File: src/hdl/lte_pkg.sv
// ----------------------------------------------------------------------------
// lte_pkg
// Shared types and constants of the terminal line editor.
// ----------------------------------------------------------------------------
package lte_pkg;

  // store depth, and the hard limit on the line capacity
  localparam int LINE_MAX  = 64;
  localparam int HARD_CAP  = 64;
  localparam int CAP_LIMIT = (LINE_MAX < HARD_CAP) ? LINE_MAX : HARD_CAP;
  localparam int ADDR_W    = (LINE_MAX > 1) ? $clog2(LINE_MAX) : 1;

  localparam int POS_W  = 6;
  localparam int CHAR_W = 8;
  localparam int CFG_W  = 7;
  localparam int ACT_W  = 2;

  localparam logic [CFG_W-1:0] MAX_LENGTH_RST = CFG_W'(64);

  localparam logic [CHAR_W-1:0] KEY_BS    = CHAR_W'(8);
  localparam logic [CHAR_W-1:0] KEY_LF    = CHAR_W'(10);
  localparam logic [CHAR_W-1:0] KEY_CR    = CHAR_W'(13);
  localparam logic [CHAR_W-1:0] KEY_SPACE = CHAR_W'(32);
  localparam logic [CHAR_W-1:0] KEY_DEL   = CHAR_W'(127);

  typedef enum logic [ACT_W-1:0] {
    ACT_CHAR  = 2'd0,
    ACT_LEFT  = 2'd1,
    ACT_RIGHT = 2'd2
  } action_e;

  typedef enum logic {
    EV_REDRAW = 1'b0,
    EV_COMMIT = 1'b1
  } event_e;

  typedef enum logic [3:0] {
    ST_IDLE,
    ST_DECODE,
    ST_INS_RD,
    ST_INS_WR,
    ST_INS_KEY,
    ST_DEL_RD,
    ST_DEL_WR,
    ST_STR_RD,
    ST_STR_OUT
  } state_e;

  typedef struct packed {
    logic              event_res;
    logic [POS_W-1:0]  line_length;
    logic [POS_W-1:0]  previous_length;
    logic [POS_W-1:0]  cursor_position;
    logic [POS_W-1:0]  char_index;
    logic [CHAR_W-1:0] char_value;
    logic              has_char;
    logic              last;
  } res_t;

endpackage

File: src/hdl/lte_ram.sv
// ----------------------------------------------------------------------------
// lte_ram
// Generic single write port, single read port RAM with registered read.
// ----------------------------------------------------------------------------
module lte_ram #(
  parameter int WIDTH = 8,
  parameter int DEPTH = 64
) (
  input  logic                                        clk_i,
  input  logic                                        we_i,
  input  logic [((DEPTH > 1) ? $clog2(DEPTH) : 1)-1:0] waddr_i,
  input  logic [WIDTH-1:0]                            wdata_i,
  input  logic                                        re_i,
  input  logic [((DEPTH > 1) ? $clog2(DEPTH) : 1)-1:0] raddr_i,
  output logic [WIDTH-1:0]                            rdata_o
);

  logic [WIDTH-1:0] mem_q [DEPTH];
  logic [WIDTH-1:0] rdata_q;

  always_ff @(posedge clk_i) begin
    if (we_i) begin
      mem_q[waddr_i] <= wdata_i;
    end
    if (re_i) begin
      rdata_q <= mem_q[raddr_i];
    end
  end

  assign rdata_o = rdata_q;

endmodule

File: src/hdl/lte_seq.sv
// ----------------------------------------------------------------------------
// lte_seq
// Edit sequencer: decodes a key, moves the line tail one character per step
// through the store port, then streams the line out.
// ----------------------------------------------------------------------------
module lte_seq (
  input  logic                        clk_i,
  input  logic                        rst_ni,
  input  logic                        in_valid_i,
  output logic                        in_stall_o,
  input  logic [lte_pkg::ACT_W-1:0]   action_i,
  input  logic [lte_pkg::CHAR_W-1:0]  key_code_i,
  input  logic [lte_pkg::CFG_W-1:0]   cap_i,
  output logic                        out_valid_o,
  input  logic                        out_stall_i,
  output lte_pkg::res_t               res_o
);
  import lte_pkg::*;

  state_e            state_q, state_d;
  logic [ACT_W-1:0]  act_q, act_d;
  logic [CHAR_W-1:0] key_q, key_d;
  logic [POS_W-1:0]  len_q, len_d;
  logic [POS_W-1:0]  cur_q, cur_d;
  logic [POS_W-1:0]  drawn_q, drawn_d;
  logic [POS_W-1:0]  prev_q, prev_d;
  logic [POS_W-1:0]  idx_q, idx_d;
  logic              ev_q, ev_d;

  logic              ram_we;
  logic [ADDR_W-1:0] ram_waddr;
  logic [CHAR_W-1:0] ram_wdata;
  logic              ram_re;
  logic [ADDR_W-1:0] ram_raddr;
  logic [CHAR_W-1:0] ram_rdata;

  logic [POS_W:0]    idx_inc;
  logic              has_char;
  logic              last;
  logic              printable;
  logic              room;

  lte_ram #(
    .WIDTH (CHAR_W),
    .DEPTH (LINE_MAX)
  ) u_line_store (
    .clk_i   (clk_i),
    .we_i    (ram_we),
    .waddr_i (ram_waddr),
    .wdata_i (ram_wdata),
    .re_i    (ram_re),
    .raddr_i (ram_raddr),
    .rdata_o (ram_rdata)
  );

  assign idx_inc   = {1'b0, idx_q} + (POS_W+1)'(1);
  assign has_char  = (len_q != '0);
  assign last      = !has_char || (idx_inc == {1'b0, len_q});
  assign printable = (key_q >= KEY_SPACE) && (key_q < KEY_DEL);
  assign room      = (({1'b0, len_q} + CFG_W'(1)) < cap_i);

  always_ff @(posedge clk_i or negedge rst_ni) begin
    if (!rst_ni) begin
      state_q <= ST_IDLE;
      len_q   <= '0;
      cur_q   <= '0;
      drawn_q <= '0;
    end else begin
      state_q <= state_d;
      len_q   <= len_d;
      cur_q   <= cur_d;
      drawn_q <= drawn_d;
    end
  end

  always_ff @(posedge clk_i) begin
    act_q  <= act_d;
    key_q  <= key_d;
    prev_q <= prev_d;
    idx_q  <= idx_d;
    ev_q   <= ev_d;
  end

  always_comb begin
    state_d   = state_q;
    act_d     = act_q;
    key_d     = key_q;
    len_d     = len_q;
    cur_d     = cur_q;
    drawn_d   = drawn_q;
    prev_d    = prev_q;
    idx_d     = idx_q;
    ev_d      = ev_q;
    ram_we    = 1'b0;
    ram_waddr = ADDR_W'(idx_q);
    ram_wdata = ram_rdata;
    ram_re    = 1'b0;
    ram_raddr = ADDR_W'(idx_q);
    in_stall_o  = 1'b1;
    out_valid_o = 1'b0;

    unique case (state_q)
      ST_IDLE: begin
        in_stall_o = 1'b0;
        if (in_valid_i) begin
          act_d   = action_i;
          key_d   = key_code_i;
          state_d = ST_DECODE;
        end
      end

      ST_DECODE: begin
        prev_d  = drawn_q;
        ev_d    = EV_REDRAW;
        idx_d   = '0;
        state_d = ST_IDLE;
        unique case (act_q)
          ACT_LEFT: begin
            if (cur_q != '0) begin
              cur_d   = cur_q - POS_W'(1);
              state_d = ST_STR_RD;
            end
          end
          ACT_RIGHT: begin
            if (cur_q < len_q) begin
              cur_d   = cur_q + POS_W'(1);
              state_d = ST_STR_RD;
            end
          end
          ACT_CHAR: begin
            if (key_q == KEY_LF || key_q == KEY_CR) begin
              ev_d    = EV_COMMIT;
              state_d = ST_STR_RD;
            end else if (key_q == KEY_BS) begin
              if (cur_q != '0) begin
                idx_d   = cur_q - POS_W'(1);
                state_d = ST_DEL_RD;
              end
            end else if (printable && room) begin
              idx_d   = len_q;
              state_d = ST_INS_RD;
            end
          end
          default: state_d = ST_IDLE;
        endcase
      end

      // tail moves right, from the end down to the cursor
      ST_INS_RD: begin
        if (idx_q > cur_q) begin
          ram_re    = 1'b1;
          ram_raddr = ADDR_W'(idx_q - POS_W'(1));
          state_d   = ST_INS_WR;
        end else begin
          state_d = ST_INS_KEY;
        end
      end

      ST_INS_WR: begin
        ram_we  = 1'b1;
        idx_d   = idx_q - POS_W'(1);
        state_d = ST_INS_RD;
      end

      ST_INS_KEY: begin
        ram_we    = 1'b1;
        ram_waddr = ADDR_W'(cur_q);
        ram_wdata = key_q;
        cur_d     = cur_q + POS_W'(1);
        len_d     = len_q + POS_W'(1);
        drawn_d   = len_q + POS_W'(1);
        idx_d     = '0;
        state_d   = ST_STR_RD;
      end

      // tail moves left, from the cursor up to the end
      ST_DEL_RD: begin
        if (idx_inc < {1'b0, len_q}) begin
          ram_re    = 1'b1;
          ram_raddr = ADDR_W'(idx_inc);
          state_d   = ST_DEL_WR;
        end else begin
          cur_d   = cur_q - POS_W'(1);
          len_d   = len_q - POS_W'(1);
          drawn_d = len_q - POS_W'(1);
          idx_d   = '0;
          state_d = ST_STR_RD;
        end
      end

      ST_DEL_WR: begin
        ram_we  = 1'b1;
        idx_d   = POS_W'(idx_inc);
        state_d = ST_DEL_RD;
      end

      ST_STR_RD: begin
        ram_re  = 1'b1;
        state_d = ST_STR_OUT;
      end

      ST_STR_OUT: begin
        out_valid_o = 1'b1;
        if (!out_stall_i) begin
          if (last) begin
            state_d = ST_IDLE;
            if (ev_q == EV_COMMIT) begin
              len_d   = '0;
              cur_d   = '0;
              drawn_d = '0;
            end
          end else begin
            idx_d   = POS_W'(idx_inc);
            state_d = ST_STR_RD;
          end
        end
      end

      default: state_d = ST_IDLE;
    endcase
  end

  always_comb begin
    res_o.event_res       = ev_q;
    res_o.line_length     = len_q;
    res_o.previous_length = prev_q;
    res_o.cursor_position = cur_q;
    res_o.char_index      = idx_q;
    res_o.char_value      = has_char ? ram_rdata : '0;
    res_o.has_char        = has_char;
    res_o.last            = last;
  end

  a_cursor_in_line: assert property (@(posedge clk_i) disable iff (!rst_ni)
    cur_q <= len_q)
    else $error("cursor beyond line end");

  a_len_below_cap: assert property (@(posedge clk_i) disable iff (!rst_ni)
    {1'b0, len_q} < CFG_W'(CAP_LIMIT))
    else $error("line length reached capacity");

  a_last_to_idle: assert property (@(posedge clk_i) disable iff (!rst_ni)
    (out_valid_o && !out_stall_i && last) |=> (state_q == ST_IDLE))
    else $error("sequencer not idle after final transfer");

  a_commit_clears: assert property (@(posedge clk_i) disable iff (!rst_ni)
    (out_valid_o && !out_stall_i && last && ev_q == EV_COMMIT)
      |=> (len_q == '0 && cur_q == '0 && drawn_q == '0))
    else $error("commit left editing state");

endmodule

File: src/hdl/terminal_line_editor_top.sv
// ----------------------------------------------------------------------------
// terminal_line_editor_top
// Line editor: inserts, deletes and moves the cursor in one stored line and
// streams the line out on a redraw or a commit, one character per transfer.
// ----------------------------------------------------------------------------
// a key with no effect is decoded and dropped; otherwise the key is decoded,
//   each character moved in the store is read and then written, then the key
//   is written on an insert or the delete is closed, then each character is
//   read and streamed (1 item for an empty line)
// one key at a time: the input stalls until the sequencer is back in idle
// reset: line empty, cursor 0, capacity 64; store contents stay undefined
// ----------------------------------------------------------------------------
module terminal_line_editor_top (
  input  logic                        clk_i,
  input  logic                        rst_ni,
  input  logic                        cfg_we_i,
  input  logic [lte_pkg::CFG_W-1:0]   cfg_wdata_i,
  input  logic                        in_valid_i,
  output logic                        in_stall_o,
  input  logic [lte_pkg::ACT_W-1:0]   action_i,
  input  logic [lte_pkg::CHAR_W-1:0]  key_code_i,
  output logic                        out_valid_o,
  input  logic                        out_stall_i,
  output logic                        event_res_o,
  output logic [lte_pkg::POS_W-1:0]   line_length_o,
  output logic [lte_pkg::POS_W-1:0]   previous_length_o,
  output logic [lte_pkg::POS_W-1:0]   cursor_position_o,
  output logic [lte_pkg::POS_W-1:0]   char_index_o,
  output logic [lte_pkg::CHAR_W-1:0]  char_value_o,
  output logic                        has_char_o,
  output logic                        last_o
);
  import lte_pkg::*;

  logic [CFG_W-1:0] max_length_q;
  logic [CFG_W-1:0] cap;
  res_t             res;

  always_ff @(posedge clk_i or negedge rst_ni) begin
    if (!rst_ni) begin
      max_length_q <= MAX_LENGTH_RST;
    end else if (cfg_we_i) begin
      max_length_q <= cfg_wdata_i;
    end
  end

  // effective capacity is clipped to the smaller of the store depth and the hard cap
  assign cap = (max_length_q > CFG_W'(CAP_LIMIT)) ? CFG_W'(CAP_LIMIT) : max_length_q;

  lte_seq u_seq (
    .clk_i       (clk_i),
    .rst_ni      (rst_ni),
    .in_valid_i  (in_valid_i),
    .in_stall_o  (in_stall_o),
    .action_i    (action_i),
    .key_code_i  (key_code_i),
    .cap_i       (cap),
    .out_valid_o (out_valid_o),
    .out_stall_i (out_stall_i),
    .res_o       (res)
  );

  assign event_res_o       = res.event_res;
  assign line_length_o     = res.line_length;
  assign previous_length_o = res.previous_length;
  assign cursor_position_o = res.cursor_position;
  assign char_index_o      = res.char_index;
  assign char_value_o      = res.char_value;
  assign has_char_o        = res.has_char;
  assign last_o            = res.last;

endmodule
File: config.mk
export PLATFORM = sky130hd
export DESIGN_NAME = terminal_line_editor_top
export DESIGN_NICKNAME = d
export VERILOG_FILES = /design/src/hdl/lte_pkg.sv /design/src/hdl/lte_ram.sv /design/src/hdl/lte_seq.sv /design/src/hdl/terminal_line_editor_top.sv
export SDC_FILE = /design/constraint.sdc
export NUM_CORES = 1
export LEC_CHECK = 0
export BUFFER_PORTS_ARGS = -buffer_cell sky130_fd_sc_hd__buf_2
export CORE_UTILIZATION = 40
export CTS_BUF_LIST = sky130_fd_sc_hd__clkbuf_8
export CTS_CLUSTER_SIZE = 25
export DETAILED_ROUTE_END_ITERATION = 10
export HOLD_SLACK_MARGIN = 0.1
export PLACE_DENSITY_LB_ADDON = 0.3
export SYNTH_ARGS = -nofsm -noshare
export SYNTH_HDL_FRONTEND = slang
export SYNTH_SLANG_ARGS = --single-unit
File: constraint.sdc
create_clock -name clk_i -period 4.2 [get_ports clk_i]
set_input_delay 0.21 -clock clk_i [delete_from_list [all_inputs] [get_ports clk_i]]
set_output_delay 0.21 -clock clk_i [all_outputs]
set_load 0.005 [all_outputs]
==> results of run 1 <==
-- kinds of logic (layout without fill, tap and decap cells) --
| logic type | count (synthesis) | after routing | synth area share (%) |
|---|---|---|---|
| compound gates | 304 | 304 | 8.52 |
| xor+xnor | 21 | 21 | 0.790 |
| fa+ha+maj | 34 | 34 | 1.79 |
| buf+inv | 104 | 501 | 1.93 |
| flops | 566 | 566 | 69.6 |
| mux | 119 | 119 | 9.41 |
| other cells | 0 | 2 | 0 |
| simple gates | 421 | 422 | 7.93 |
-- power groups by stage --
stage	combinational [mW]	sequential [mW]	clock, mW
2_1_floorplan	7.73	8.05	0
3_3_place_gp	13.6	8.10	0
3_5_place_dp	13.7	8.11	0
4_1_cts	14.1	8.00	4.62
5_1_grt	15.7	8.05	4.87
6_report	14.8	8.02	4.55
-- sequential cells by signal (all words and copies together), names as in the netlist --
name,cells
u_seq.act_q,2
u_seq.key_q,8
u_seq.len_q,6
u_seq.idx_q,6
u_seq.prev_q,6
u_seq.u_line_store.mem_q,512
u_seq.ev_q,1
u_seq.cur_q,6
u_seq.state_q,4
max_length_q,7
u_seq.u_line_store.rdata_o,8
-- critical path: stages (launching register included) --
cell	delay, ns
edfxtp_1	0.49
nand2_2	0.12
nor2_4	0.15
nand3_2	0.10
xnor2_2	0.17
ha_1	0.32
buf_4	0.15
a21oi_4	0.17
a31oi_4	0.13
or4_4	0.44
and2_4	0.22
buf_12	0.14
buf_4	0.22
buf_4	0.20
a2111oi_1	0.44
o31ai_2	0.19
a21oi_1	0.15
o2bb2ai_1	0.09
-- stage by stage --
step	setup TNS (ns)	cells
2_1_floorplan	0	1569
3_3_place_gp	-1.28	2528
3_5_place_dp	-1.32	2528
4_1_cts	0	2731
5_1_grt	-0.392	2740
6_report	-0.00177	2742
-- worst paths after layout --
kind                       slack [ns]                       endpoint
setup / recovery               -0.002  u_seq.u_line_store.rdata_o[5]
hold / removal                   0.23                 u_seq.key_q[5]
setup reg to reg               -0.002  u_seq.u_line_store.rdata_o[5]
hold reg to reg                  0.61                u_seq.prev_q[5]
max in group asynchronous        3.46                max_length_q[2]
min in group asynchronous        0.58                 u_seq.cur_q[0]
-- area by class of cell --
type | instances | area, sq um | share of cell area [%]
Clock buffer | 96 | 1320 | 4.47
Multi-Input combinational cell | 900 | 7290 | 24.7
Antenna cell | 2 | 5.00 | 0.0169
Inverter | 24 | 95.1 | 0.322
Clock inverter | 70 | 408 | 1.38
Sequential cell | 566 | 16900 | 57.1
Tap cell | 773 | 967 | 3.27
Timing Repair Buffer | 311 | 2570 | 8.70
-- Yosys cell counts, drive strengths merged, types with 26 or more instances --
| cell type | n |
|---|---|
| o21ai | 39 |
| edfxtp | 543 |
| nand3 | 47 |
| nor2 | 95 |
| buf | 40 |
| o22ai | 28 |
| mux4 | 85 |
| nand2 | 177 |
| ha | 33 |
| a21oi | 86 |
| clkbuf | 40 |
| and3 | 26 |
-- timing repair --
action / 4_1_cts / 5_1_grt
endpoints found under the hold margin: 47 / 0
buffers inserted: 6 / 9
cloned: 1 / 1
hold buffers: 30 / 0
endpoints found under the setup margin: 8 / 8
pin swaps: 3 / 23
gates resized for setup: 14 / 58
-- layer usage --
metal,vias to the layer above,global-route usage (%),wire [um]
li1,6905,-,-
met1,7854,30.1,28600
met2,655,35.3,32000
met3,127,4.55,4990
met4,4,8.18,2230
met5,-,0,24
==> impl_metrics.json, run 1 <==
{
  "mappedNetlistNets": 1625,
  "power_frac_comb_pct": 54.0,
  "drive_above_1_share_pct": 28.9,
  "drtIter0Drc": 1540,
  "cts_buffer_depth": 3,
  "required_ns": 4.61,
  "grt_pass1_wl_mm": 99.9,
  "fin_area_sq_mm": 0.0295,
  "start_util_pct": 40.8,
  "setup-violations-final": 1,
  "power.total_mw": 27.4,
  "setup.worst_path.start_class": "flip-flop",
  "synthTopCellsByArea": "edfxtp_1 (67%), mux4_2 (7.9%), nand2_1 (2.7%), dfrtp_1 (2.3%), a21oi_1 (1.8%)",
  "area_growth_pct": 21.9,
  "antenna_found_initial": 3,
  "synth-seq-cells": 566,
  "grt_use_total_pct": 22.2,
  "path_class": "flip-flop to flip-flop",
  "yosys.cell_types.count": 80,
  "arrival_ns": 4.61,
  "synthFlopType": "edfxtp_1",
  "layout_commonest_cell": "edfxtp_1",
  "synth_area_sq_mm": 0.0242,
  "hold_violations": 0,
  "ys_warn_count": 0,
  "layout_common_cells": "edfxtp_1 (543), buf_4 (193), nand2_1 (174), clkbuf_8 (96), nor2_1 (93)",
  "cts-root-buf": "clkbuf_8",
  "timing.final.ws_setup_ns": -0.00177,
  "first_global_vias": 15600,
  "rows": 89,
  "pin_count": 59,
  "drc": 0,
  "worstRegToRegCells": 17,
  "htreeDepth": 3,
  "wirelength_mm": 67.9,
  "post-dp-hpwl_mm": 44.6,
  "numClockSinks": 566,
  "numPortBuffers": 58,
  "slew_viol_final": 0,
  "cts.clk_slew.worst_paths_ns": 0.08,
  "clk_latency_ns": 0.70,
  "cp_max_fo": 17,
  "crit_start": "u_seq.idx_q[1]",
  "p_per_area_mw_per_mm2": 926,
  "clock_skew_ns": 0.0707,
  "rsz0062_at_grt": "yes",
  "gp_congestion": 0.944,
  "endpoint_kind": "flip-flop",
  "yosys.area.top_type_share_pct": 67.3,
  "wl_per_cell_um": 24.8,
  "peakVddDrop_uv": 473,
  "grt_max_degree": 65,
  "drt-pass1-iter-count": 5,
  "ant_nets": 0,
  "clock.fmax_mhz": 238,
  "hold-path-cell-count": 2,
  "cap_violations": 0,
  "cts_tree": "built",
  "synth_seq_area_share_pct": 69.6,
  "postLayoutCoreUtil_pct": 49.7,
  "pwr-share-seq_pct": 29.3,
  "leakage_nw": 10.4,
  "n_fill_cell": 5028,
  "die-area_sq_mm": 0.0616,
  "core_area_sq_mm": 0.0595,
  "viasPerCell": 5.67,
  "p_clk_share_pct": 16.6,
  "status": "complete, but fails checks",
  "globalRouteOverflowTotal": 0,
  "timing.slew.headroom_pct": 11.6,
  "violations": "negative setup slack",
  "p_sw_share_pct": 40.8,
  "pre_cts_slack_ns": -0.494,
  "postSynthCellCount": 1569,
  "fp.dieW_um": 248,
  "numCtsBuffers": 94,
  "synthArstFlopShare_pct": 4.06,
  "r2r-start": "u_seq.idx_q[1]",
  "die_h_um": 248,
  "fin_crit_ns": 4.20,
  "nets": 1953,
  "p_switching_mw": 11.2,
  "internal-power_mw": 16.2,
  "dpl_cell_area_sq_mm": 0.0269,
  "holdWs_ns": 0.234,
  "hold_start": "key_code_i[5]",
  "vias": 15500,
  "worst_pin_slew_ns": 1.33,
  "synth_edf_count": 543,
  "synth.avg_cell_area_sq_um": 15.5,
  "min-delay-path-class": "input port to flip-flop",
  "period_share_pct": 100,
  "yosysTopAreaCell": "edfxtp_1"
}
Note: power is estimated with default switching activity, not from simulation.
==> inputs of run 2 (changes only) <==
- CTS_BUF_LIST: sky130_fd_sc_hd__clkbuf_8 -> sky130_fd_sc_hd__clkbuf_8 sky130_fd_sc_hd__clkbuf_16
- SKIP_CTS_REPAIR_TIMING: not set -> 1
==> run 2 against run 1 <==
The run now ends clean. First-iteration DRC count is 2.7% higher. Critical path depth is 3 lower. Clock skew is 0.044 ns lower. Clock-buffer cell count is 38 lower. Design area is 0.16% higher. Sequential share of layout area is 0.092 points lower. Largest power group unchanged.
==> impl_metrics.json, run 2 (synthesis results as in run 1) <==
{
  "power.total_mw": 27.8,
  "fp.dieW_um": 248,
  "vias": 15400,
  "worst_pin_slew_ns": 1.28,
  "setup.worst_path.start_class": "flip-flop",
  "timing.slew.headroom_pct": 14.5,
  "ant_nets": 0,
  "clock_skew_ns": 0.0267,
  "fin_area_sq_mm": 0.0296,
  "p_per_area_mw_per_mm2": 939,
  "cp_max_fo": 7,
  "path_cells": "buf_6 -> inv_1 -> ha_1 -> ha_1 -> and3b_1 -> o21ai_4 -> a31oi_4 -> or4_4 -> and2_4 -> buf_4 -> mux4_2 -> a41o_1 -> o41ai_4 -> o2bb2ai_1",
  "drive_above_1_share_pct": 28.0,
  "pin_count": 59,
  "rsz0062_at_grt": "yes",
  "dpl.cell_count": 2528,
  "cts-root-buf": "clkbuf_16",
  "hold_violations": 0,
  "layout_commonest_cell": "edfxtp_1",
  "setup-violations-final": 0,
  "drc": 0,
  "grt_use_total_pct": 21.6,
  "min-delay-path-class": "input port to flip-flop",
  "required_ns": 4.56,
  "power_frac_comb_pct": 53.3,
  "cp_slowest_cell": "o41ai_4",
  "clock.fmax_mhz": 241,
  "slowest_delay_ns": 0.52,
  "wirelength_mm": 67.2,
  "drt-pass1-iter-count": 5,
  "internal-power_mw": 16.7,
  "clk_latency_ns": 0.64,
  "top_register": "u_seq.u_line_store.mem_q",
  "endpoint_kind": "flip-flop",
  "globalRouteOverflowTotal": 0,
  "start_util_pct": 40.8,
  "peakVddDrop_uv": 522,
  "timing.final.ws_setup_ns": 0.0508,
  "pwr-share-seq_pct": 28.9,
  "cts.clk_slew.worst_paths_ns": 0.07,
  "fin_crit_ns": 4.15,
  "area_growth_pct": 22.1,
  "pre_cts_slack_ns": -0.494,
  "largest_reg_flops": 512,
  "antenna_found_initial": 4,
  "gp_congestion": 0.944,
  "slew_viol_final": 0,
  "die_h_um": 248,
  "crit_top_cell": "ha_1",
  "p_sw_share_pct": 39.8,
  "numPortBuffers": 58,
  "final_cells": 2676,
  "leakage_nw": 10.4,
  "p_switching_mw": 11.1,
  "post-dp-hpwl_mm": 44.6,
  "cts_buffer_depth": 3,
  "status": "complete, no violations",
  "die-area_sq_mm": 0.0616,
  "rows": 89,
  "critPathBufInv": 3,
  "wl_per_cell_um": 25.1,
  "setup_tns_ns": 0,
  "cpLargestDelayFamily": "compound AO/OA/AOI/OAI gates",
  "holdWs_ns": 0.0863,
  "period_share_pct": 98.8,
  "htreeDepth": 2,
  "drtIter0Drc": 1582,
  "cts_tree": "built",
  "path_class": "flip-flop to flip-flop",
  "n_fill_cell": 4980,
  "core_area_sq_mm": 0.0595,
  "layout_common_cells": "edfxtp_1 (543), buf_4 (199), nand2_1 (174), nor2_1 (92), mux4_2 (85)",
  "postLayoutCoreUtil_pct": 49.8,
  "grt_max_degree": 65,
  "numClockSinks": 566,
  "viasPerCell": 5.77,
  "arrival_ns": 4.51,
  "first_global_vias": 15000,
  "cap_violations": 0,
  "numCtsBuffers": 56,
  "nets": 1915,
  "dpl_cell_area_sq_mm": 0.0269,
  "p_clk_share_pct": 17.9,
  "grt_pass1_wl_mm": 97.5
}
==> run 2: changes by cell type in the layout (fill, tap and decap cells not counted), moves of 4 or more <==
cell / delta
clkbuf_8: -94
buf_4: +6
clkinv_2: -4
inv_1: -11
clkinv_1: -13
clkbuf_16: +56
==> run 2: power groups by stage <==
stage / Combinational (mW) / Sequential [mW] / Clock [mW]
finish: 14.8 / 8.02 / 4.96
global route: 15.7 / 8.04 / 5.24
CTS: 13.8 / 8.00 / 5.05
detailed placement: 13.7 / 8.11 / 0
global placement: 13.6 / 8.10 / 0
floorplan: 7.73 / 8.05 / 0
==> run 2: worst paths after layout <==
check,cells after the start,slack [ns],startpoint,endpoint
hold reg to reg,1,0.61,u_seq.len_q[5],u_seq.prev_q[5]
max in group asynchronous,2,3.69,rst_ni,u_seq.cur_q[4]
hold / removal,5,0.09,in_valid_i,u_seq.state_q[2]
min in group asynchronous,2,0.12,rst_ni,u_seq.state_q[3]
setup / recovery,14,0.05,u_seq.idx_q[1],u_seq.u_line_store.rdata_o[7]
setup reg to reg,14,0.05,u_seq.idx_q[1],u_seq.u_line_store.rdata_o[7]
==> run 2: area by class of cell <==
type                            instances  area (sq um)  area share, %
Sequential cell                       566         16900           57.1
Timing Repair Buffer                  311          2530           8.56
Clock inverter                         42           383           1.29
Antenna cell                            2          5.00         0.0169
Tap cell                              773           967           3.27
Inverter                               24          95.1          0.321
Multi-Input combinational cell        900          7300           24.7
Clock buffer                           58          1430           4.83
==> run 2: per-layer routing <==
| layer | routed length [um] | GRT usage (%) |
|---|---|---|
| met1 | 28000 | 30.1 |
| met4 | 2290 | 7.93 |
| met3 | 4950 | 3.15 |
| met2 | 31900 | 34.6 |
| met5 | 9 | 0 |
==> run 2: worst reg2reg max path, cell delays in order (launching register included) <==
cell and delay, ns:
edfxtp_1 0.49, buf_6 0.18, inv_1 0.07, ha_1 0.29, ha_1 0.28, and3b_1 0.19, o21ai_4 0.17, a31oi_4 0.12
or4_4 0.44, and2_4 0.20, buf_4 0.16, mux4_2 0.42, a41o_1 0.22, o41ai_4 0.52, o2bb2ai_1 0.13
